## config.mk

```make
export PLATFORM = sky130hd
export DESIGN_NAME = antialiased_line_raster
export DESIGN_NICKNAME = d
export VERILOG_FILES = /design/src/rtl/alr_pkg.sv /design/src/rtl/alr_frac_div.sv /design/src/rtl/antialiased_line_raster.sv
export SDC_FILE = /design/constraint.sdc
export NUM_CORES = 1
export LEC_CHECK = 0
export ABC_AREA = 1
export BUFFER_PORTS_ARGS = -buffer_cell sky130_fd_sc_hd__buf_4
export CAP_MARGIN = 30
export CORE_MARGIN = 3
export CORE_UTILIZATION = 50
export CTS_CLUSTER_SIZE = 20
export DETAILED_ROUTE_END_ITERATION = 6
export PLACE_DENSITY_LB_ADDON = 0.3
export SETUP_SLACK_MARGIN = 0.02
export SYNTH_ARGS = -nofsm -noshare
export SYNTH_HDL_FRONTEND = slang
export SYNTH_SLANG_ARGS = --single-unit
```

## constraint.sdc

```tcl
create_clock -name clk -period 16.75 [get_ports clk]
set_clock_uncertainty 0.2 [all_clocks]
set_input_delay 0.8375 -clock clk [delete_from_list [all_inputs] [get_ports clk]]
set_output_delay 0.8375 -clock clk [all_outputs]
set_load 0.01 [all_outputs]
```

## src/rtl/alr_pkg.sv

```systemverilog
// Shared widths, constants and types for the antialiased line rasterizer.
`timescale 1ns / 1ps

package alr_pkg;

  localparam int MAX_DIM   = 64;
  localparam int DIM_W     = 7;
  localparam int POS_W     = 6;
  localparam int FRAC_BITS = 8;
  localparam int ADDR_W    = 12;
  localparam int ALPHA_W   = 8;
  localparam int RGB_W     = 24;
  localparam int IN_W      = 40;
  localparam int OUT_W     = 96;

  localparam logic REG_WIDTH  = 1'b0;
  localparam logic REG_HEIGHT = 1'b1;

  typedef enum logic [8:0] {
    ST_IDLE   = 9'b000000001,
    ST_THIN   = 9'b000000010,
    ST_ENDPT  = 9'b000000100,
    ST_STEP   = 9'b000001000,
    ST_DIV    = 9'b000010000,
    ST_SHADE1 = 9'b000100000,
    ST_SHADE2 = 9'b001000000,
    ST_ADDR   = 9'b010000000,
    ST_WAIT   = 9'b100000000
  } state_t;

endpackage

```

## src/rtl/alr_frac_div.sv

```systemverilog
// Bit-serial restoring divider for the 8-bit fraction (rem * 256) / den.
`timescale 1ns / 1ps

module alr_frac_div (
  input  logic                            clk,
  input  logic                            rst,
  input  logic                            start,
  input  logic [alr_pkg::POS_W-1:0]       rem,
  input  logic [alr_pkg::POS_W-1:0]       den,
  output logic                            done,
  output logic [alr_pkg::FRAC_BITS-1:0]   frac
);

  logic                          running;
  logic [2:0]                    cnt;
  logic [alr_pkg::POS_W-1:0]     partial;
  logic [alr_pkg::POS_W:0]       trial;
  logic                          ge;

  assign trial = {partial, 1'b0};
  assign ge    = trial >= {1'b0, den};

  always_ff @(posedge clk) begin
    if (rst) begin
      running <= 1'b0;
      done    <= 1'b0;
      cnt     <= '0;
    end else begin
      done <= running && (cnt == 3'd7);
      if (start) begin
        running <= 1'b1;
        cnt     <= '0;
      end else if (running) begin
        cnt <= cnt + 3'd1;
        if (cnt == 3'd7) begin
          running <= 1'b0;
        end
      end
    end
  end

  always_ff @(posedge clk) begin
    if (start) begin
      partial <= rem;
      frac    <= '0;
    end else if (running) begin
      partial <= ge ? alr_pkg::POS_W'(trial - {1'b0, den}) : alr_pkg::POS_W'(trial);
      frac    <= {frac[alr_pkg::FRAC_BITS-2:0], ge};
    end
  end

endmodule

```

## src/rtl/antialiased_line_raster.sv

```systemverilog
// Top level of the antialiased diagonal line rasterizer.
// Each request draws a corner-to-corner antialiased line over the configured
// surface and returns pixel writes two per result, the endpoints first. A
// surface one pixel wide or high is filled whole; each result is formed in
// ST_THIN, then held in ST_WAIT for the output handshake. Otherwise the
// endpoint result is formed in ST_ENDPT, and each interior step advances the
// rational position in ST_STEP, runs the bit-serial fraction divider in
// ST_DIV, then makes two alpha scalings and one address on the single shared
// multiplier in ST_SHADE1, ST_SHADE2 and ST_ADDR; ST_WAIT then holds each
// result until it is taken. No new request is taken until the last result
// leaves.
`timescale 1ns / 1ps

module antialiased_line_raster (
  input  logic                               clk,
  input  logic                               rst,
  input  logic                               cfg_we,
  input  logic                               cfg_index,
  input  logic [alr_pkg::DIM_W-1:0]          cfg_data,
  input  logic                               s_axis_tvalid,
  output logic                               s_axis_tready,
  // color_alpha[7:0], color_rgb[31:8], rising_slope[32], zero[39:33]
  input  logic [alr_pkg::IN_W-1:0]           s_axis_tdata,
  output logic                               m_axis_tvalid,
  input  logic                               m_axis_tready,
  // addr_first[11:0], value_first[43:12], second_valid[44], addr_second[56:45],
  // value_second[88:57], zero[95:89]
  output logic [alr_pkg::OUT_W-1:0]          m_axis_tdata,
  output logic                               m_axis_tlast
);

  function automatic logic [alr_pkg::DIM_W-1:0] clamp_dim(
    input logic [alr_pkg::DIM_W-1:0] v
  );
    logic [alr_pkg::DIM_W-1:0] r;
    begin
      r = v;
      if (v == '0) r = alr_pkg::DIM_W'(1);
      else if (v > alr_pkg::DIM_W'(alr_pkg::MAX_DIM)) r = alr_pkg::DIM_W'(alr_pkg::MAX_DIM);
      return r;
    end
  endfunction

  alr_pkg::state_t state;
  logic            div_start;
  logic            div_done;

  logic [alr_pkg::DIM_W-1:0]     surf_w, surf_h;
  logic [alr_pkg::DIM_W-1:0]     w, h, major, total, p;
  logic [alr_pkg::POS_W-1:0]     span, den, step, pos, rem;
  logic                          steep, dir;
  logic [alr_pkg::ALPHA_W-1:0]   alpha, alpha1;
  logic [alr_pkg::RGB_W-1:0]     rgb;
  logic [alr_pkg::FRAC_BITS-1:0] frac;
  logic                          thin;

  logic [alr_pkg::ADDR_W-1:0]    addr1, addr2;
  logic [31:0]                   val1, val2;
  logic                          ok2, out_valid, out_last;

  logic [7:0]                    mul_a;
  logic [8:0]                    mul_b;
  logic [16:0]                   prod;

  logic [alr_pkg::DIM_W-1:0]     w_in, h_in;
  logic [alr_pkg::DIM_W:0]       rem_sum;
  logic [alr_pkg::POS_W-1:0]     row, col;
  logic [alr_pkg::ADDR_W-1:0]    a1_calc;
  logic [alr_pkg::DIM_W:0]       p_next2;

  assign w_in = clamp_dim(surf_w);
  assign h_in = clamp_dim(surf_h);

  assign s_axis_tready = (state == alr_pkg::ST_IDLE);
  assign m_axis_tvalid = out_valid;
  assign m_axis_tlast  = out_last;
  assign m_axis_tdata  = {7'd0, val2, addr2, ok2, val1, addr1};

  assign div_start = (state == alr_pkg::ST_STEP);

  alr_frac_div u_div (
    .clk   (clk),
    .rst   (rst),
    .start (div_start),
    .rem   (rem_sum >= {2'b00, den} ? alr_pkg::POS_W'(rem_sum - {2'b00, den})
                                    : alr_pkg::POS_W'(rem_sum)),
    .den   (den),
    .done  (div_done),
    .frac  (frac)
  );

  assign rem_sum = {2'b00, rem} + {2'b00, span};
  assign row     = dir ? step : alr_pkg::POS_W'(h - alr_pkg::DIM_W'(1) - {1'b0, step});
  assign col     = dir ? step : alr_pkg::POS_W'(w - alr_pkg::DIM_W'(1) - {1'b0, step});
  assign p_next2 = {1'b0, p} + 8'd2;

  always_comb begin
    mul_a = '0;
    mul_b = '0;
    unique case (state)
      alr_pkg::ST_ENDPT: begin
        mul_a = {1'b0, w};
        mul_b = dir ? {2'b00, h} : {2'b00, h - alr_pkg::DIM_W'(1)};
      end
      alr_pkg::ST_SHADE1: begin
        mul_a = alpha;
        mul_b = 9'd256 - {1'b0, frac};
      end
      alr_pkg::ST_SHADE2: begin
        mul_a = alpha;
        mul_b = {1'b0, frac};
      end
      alr_pkg::ST_ADDR: begin
        mul_a = steep ? {2'b00, row} : {2'b00, pos};
        mul_b = {2'b00, w};
      end
      default: begin
        mul_a = '0;
        mul_b = '0;
      end
    endcase
  end

  assign prod    = {9'd0, mul_a} * {8'd0, mul_b};
  assign a1_calc = alr_pkg::ADDR_W'(prod) + (steep ? {6'd0, pos} : {6'd0, col});

  always_ff @(posedge clk) begin
    if (rst) begin
      surf_w <= alr_pkg::DIM_W'(alr_pkg::MAX_DIM);
      surf_h <= alr_pkg::DIM_W'(alr_pkg::MAX_DIM);
    end else if (cfg_we) begin
      unique case (cfg_index)
        alr_pkg::REG_WIDTH:  surf_w <= cfg_data;
        alr_pkg::REG_HEIGHT: surf_h <= cfg_data;
        default:             surf_w <= surf_w;
      endcase
    end
  end

  always_ff @(posedge clk) begin
    if (rst) begin
      state     <= alr_pkg::ST_IDLE;
      out_valid <= 1'b0;
      out_last  <= 1'b0;
    end else begin
      unique case (state)
        alr_pkg::ST_IDLE: begin
          if (s_axis_tvalid) begin
            state <= (w_in == alr_pkg::DIM_W'(1) || h_in == alr_pkg::DIM_W'(1))
                     ? alr_pkg::ST_THIN : alr_pkg::ST_ENDPT;
          end
        end
        alr_pkg::ST_THIN: begin
          out_valid <= 1'b1;
          out_last  <= p_next2 >= {1'b0, total};
          state     <= alr_pkg::ST_WAIT;
        end
        alr_pkg::ST_ENDPT: begin
          out_valid <= 1'b1;
          out_last  <= major == alr_pkg::DIM_W'(2);
          state     <= alr_pkg::ST_WAIT;
        end
        alr_pkg::ST_STEP: begin
          state <= alr_pkg::ST_DIV;
        end
        alr_pkg::ST_DIV: begin
          if (div_done) state <= alr_pkg::ST_SHADE1;
        end
        alr_pkg::ST_SHADE1: begin
          state <= alr_pkg::ST_SHADE2;
        end
        alr_pkg::ST_SHADE2: begin
          state <= alr_pkg::ST_ADDR;
        end
        alr_pkg::ST_ADDR: begin
          out_valid <= 1'b1;
          out_last  <= {1'b0, step} == major - alr_pkg::DIM_W'(2);
          state     <= alr_pkg::ST_WAIT;
        end
        alr_pkg::ST_WAIT: begin
          if (m_axis_tready) begin
            out_valid <= 1'b0;
            if (out_last) state <= alr_pkg::ST_IDLE;
            else if (thin) state <= alr_pkg::ST_THIN;
            else state <= alr_pkg::ST_STEP;
          end
        end
        default: state <= alr_pkg::ST_IDLE;
      endcase
    end
  end

  always_ff @(posedge clk) begin
    unique case (state)
      alr_pkg::ST_IDLE: begin
        alpha <= s_axis_tdata[7:0];
        rgb   <= s_axis_tdata[31:8];
        dir   <= s_axis_tdata[32];
        w     <= w_in;
        h     <= h_in;
        thin  <= (w_in == alr_pkg::DIM_W'(1)) || (h_in == alr_pkg::DIM_W'(1));
        total <= w_in + h_in - alr_pkg::DIM_W'(1);
        steep <= h_in > w_in;
        major <= (h_in > w_in) ? h_in : w_in;
        span  <= (h_in > w_in) ? alr_pkg::POS_W'(w_in - alr_pkg::DIM_W'(1))
                               : alr_pkg::POS_W'(h_in - alr_pkg::DIM_W'(1));
        den   <= (h_in > w_in) ? alr_pkg::POS_W'(h_in - alr_pkg::DIM_W'(1))
                               : alr_pkg::POS_W'(w_in - alr_pkg::DIM_W'(1));
        p     <= '0;
        step  <= '0;
        pos   <= '0;
        rem   <= '0;
      end
      alr_pkg::ST_THIN: begin
        addr1 <= alr_pkg::ADDR_W'(p);
        val1  <= {alpha, rgb};
        ok2   <= ({1'b0, p} + 8'd1) < {1'b0, total};
        addr2 <= (({1'b0, p} + 8'd1) < {1'b0, total}) ? alr_pkg::ADDR_W'(p + alr_pkg::DIM_W'(1))
                                                       : '0;
        val2  <= (({1'b0, p} + 8'd1) < {1'b0, total}) ? {alpha, rgb} : 32'd0;
        p     <= alr_pkg::DIM_W'(p_next2);
      end
      alr_pkg::ST_ENDPT: begin
        addr1 <= dir ? '0 : alr_pkg::ADDR_W'(w - alr_pkg::DIM_W'(1));
        addr2 <= dir ? alr_pkg::ADDR_W'(prod - 17'd1) : alr_pkg::ADDR_W'(prod);
        val1  <= {alpha, rgb};
        val2  <= {alpha, rgb};
        ok2   <= 1'b1;
      end
      alr_pkg::ST_STEP: begin
        step <= step + alr_pkg::POS_W'(1);
        if (rem_sum >= {2'b00, den}) begin
          rem <= alr_pkg::POS_W'(rem_sum - {2'b00, den});
          pos <= pos + alr_pkg::POS_W'(1);
        end else begin
          rem <= alr_pkg::POS_W'(rem_sum);
        end
      end
      alr_pkg::ST_SHADE1: begin
        alpha1 <= prod[15:8];
      end
      alr_pkg::ST_SHADE2: begin
        val1 <= {alpha1, rgb};
        val2 <= {prod[15:8], rgb};
      end
      alr_pkg::ST_ADDR: begin
        addr1 <= a1_calc;
        addr2 <= steep ? a1_calc + alr_pkg::ADDR_W'(1) : a1_calc + {5'd0, w};
        ok2   <= 1'b1;
      end
      default: begin
        p <= p;
      end
    endcase
  end

endmodule

```

==> results.ini <==
[run_status]
status=finished clean

[layout]
fin_nets=2100
utilization=0.584
fillCellCount=2710
seq_area_um2=6830
area_growth_pct=14.5
diodes=0
multi_input_area_um2=7490
layout-drive-gt1-share=0.134

[setup_path]
critical_path_class=reg -> reg
end_kind=flop
cp_slowest_cell=fa_1
required_ns=16.84
crit_path_max_fanout=6
critical_path.max_stage_delay_ns=0.53
worst_ep_arrival_time_ns=8.32
start_kind=flop

[clock_tree]
cts_hold_buf=0
cts_buffer_depth=3
htree_num_levels=1
cts_made_buffers=26
clk_pin_slew_worst_paths_ns=0.06
cts_setup_buffers=0
root_buffer=clkbuf_16
clkLatencyLatePin_ns=0.55
cts_sinks=240
cts_tree=yes
cts.repair.resized=0

[global_route]
grt_max_degree=66
antenna_found_initial=0
grt_pass1_vias=11800
grt_usage=0.226
overflow=0
grt_pass1_wl_mm=61.4

[sta]
setup_viol=0
drv_slew=0
post-route-min-period_ns=8.23
tightest_slew_ns=0.950
min_period_over_period=0.491
max-slew-margin-rel=0.367
grt_setup_unrepaired=no
max_freq_mhz=121
hold_viol=0
fin_tns_setup_ns=0

[floorplan]
die_w_um=183
die_area_um2=33500
coreArea_um2=30700
rows=64
pin_count=152
initial_core_util=0.510
die_h_um=183

[route]
vias_per_cell=5.31
ant_nets=0
firstDrtPassIters=5
vias=12200
wire_per_inst_um=16.6
wl_mm=38.0
drc=0
drtIter0Drc=936

[synth]
ys_ff_latch=240
synth_edf_count=202
synth_ff_type=edfxtp_1
yosys.area.top_type=edfxtp_1
yosys.area.top_type_share=0.387
syn_area_um2=15700
yosysWarnings=0
synth_most_common_cell=nand2_1
synthArstFlopShare=0
synth.distinct_cells=59
syn_avg_cell_area_um2=9.05
synthCells=1732
seq_area_frac_synth=0.436
synth_common_cells=nand2_1 (313), inv_1 (304), edfxtp_1 (202)
synth_area_leaders=edfxtp_1 (39%), ha_1 (9.6%), nand2_1 (7.5%)

[place]
io_buffers=137
dp_hpwl_mm=29.4
gp_congestion=0.946

[flow_run]
cap_violations=0

[power]
leakagePower_nw=8.22
p_per_area_nw_per_um2=158
ir_drop_mv=0.0925

[min_path]
hold_path.class=reg -> reg

[path summary, 6_finish.rpt]
path                        endpoint  slack [ns]              from  cells after the start
max          addr2[11]$_SDFFCE_PP0P_        8.52    h[0]$_DFFE_PP_                     41
min                val1[0]$_DFFE_PP_        0.25  rgb[0]$_DFFE_PP_                      0
max reg2reg  addr2[11]$_SDFFCE_PP0P_        8.52    h[0]$_DFFE_PP_                     41
min reg2reg        val1[0]$_DFFE_PP_        0.25  rgb[0]$_DFFE_PP_                      0
[placed cells by master (no fill, tap or decap), types with 5 or more instances in the layout]
cell,netlist,final
nand2_2,9,10
nand3_1,61,61
o22ai_1,15,15
edfxtp_1,202,202
nor3_1,28,28
nor4_1,6,6
inv_2,14,14
nor2_2,9,9
nor2_1,164,164
buf_4,10,143
dfxtp_1,38,38
nand4_1,23,23
inv_1,304,304
clkbuf_1,14,6
o21ai_0,93,93
ha_1,120,120
o211ai_1,16,16
nand2_4,7,7
or2_2,7,7
xor2_1,39,39
a21oi_1,73,73
nand2_1,313,312
clkinv_1,1,5
o21ai_1,12,12
fa_1,49,49
a31oi_1,9,9
clkbuf_16,0,26
conb_1,1,7
xnor2_1,26,26
o221ai_1,8,8
[worst max-delay path: cells and delay by family (launching register included)]
kind	cells	cell delay [ns]
xor+xnor	3	0.72
compound gates	4	0.73
fa+ha+maj	9	3.36
flops	1	0.45
simple gates	18	1.93
buf+inv	7	0.58
[kinds of logic after synthesis]
kind of cell / share of synthesized area
adder cells (fa/ha/maj): 0.158
XOR/XNOR: 0.0391
AO/OA/AOI/OAI: 0.0961
buffers and inverters: 0.0879
AND/OR/NAND/NOR: 0.183
flip-flops: 0.436
other: 0.000239
[power breakdown]
part | leakage (nW) | switching, mW | internal (mW)
combinational | 5.60 | 0.817 | 0.451
sequential | 2.23 | 0.128 | 0.907
clock | 0.390 | 0.235 | 0.298
[sequential cells by signal, indices dropped and copies added (netlist names), 6 cells and up]
register       count
major              7
alpha1             8
span               6
val2              32
den                6
h                  7
rem                6
addr2             12
pos                6
u_div.partial      6
alpha              8
total              7
u_div.frac         8
w                  7
addr1             12
surf_w             7
p                  6
val1              32
rgb               24
surf_h             7
state              9
step               6
[stage by stage]
stage | instances | total power [mW] | worst slack [ns] | area, um^2 | hold slack, ns
after floorplan | 1738 | 1.93 | 9.59 | 15700 | 0.217
after global placement | 2243 | 2.25 | 8.65 | 17100 | 0.225
after detailed placement | 2244 | 2.31 | 8.57 | 17100 | 0.235
after CTS | 2291 | 2.85 | 8.53 | 17900 | 0.245
after global routing | 2293 | 3.07 | 7.89 | 17900 | 0.242
final | 2293 | 2.84 | 8.52 | 17900 | 0.249
[metal layers]
| metal | track usage | up-vias | routed length (um) |
|---|---|---|---|
| li1 | - | 6007 | - |
| met1 | 0.319 | 5698 | 17100 |
| met2 | 0.375 | 426 | 17400 |
| met3 | 0.0327 | 49 | 2730 |
| met4 | 0.0457 | 0 | 651 |
| met5 | 0 | - | 0 |
[final cells by class]
type | instances | share of cell area
Clock inverter | 13 | 0.00565
Clock buffer | 34 | 0.0390
Inverter | 320 | 0.0671
Timing Repair Buffer | 146 | 0.0630
Multi-Input combinational cell | 1144 | 0.417
Sequential cell | 240 | 0.380
Tap cell | 396 | 0.0276
Power figures use the tool's default switching activity.
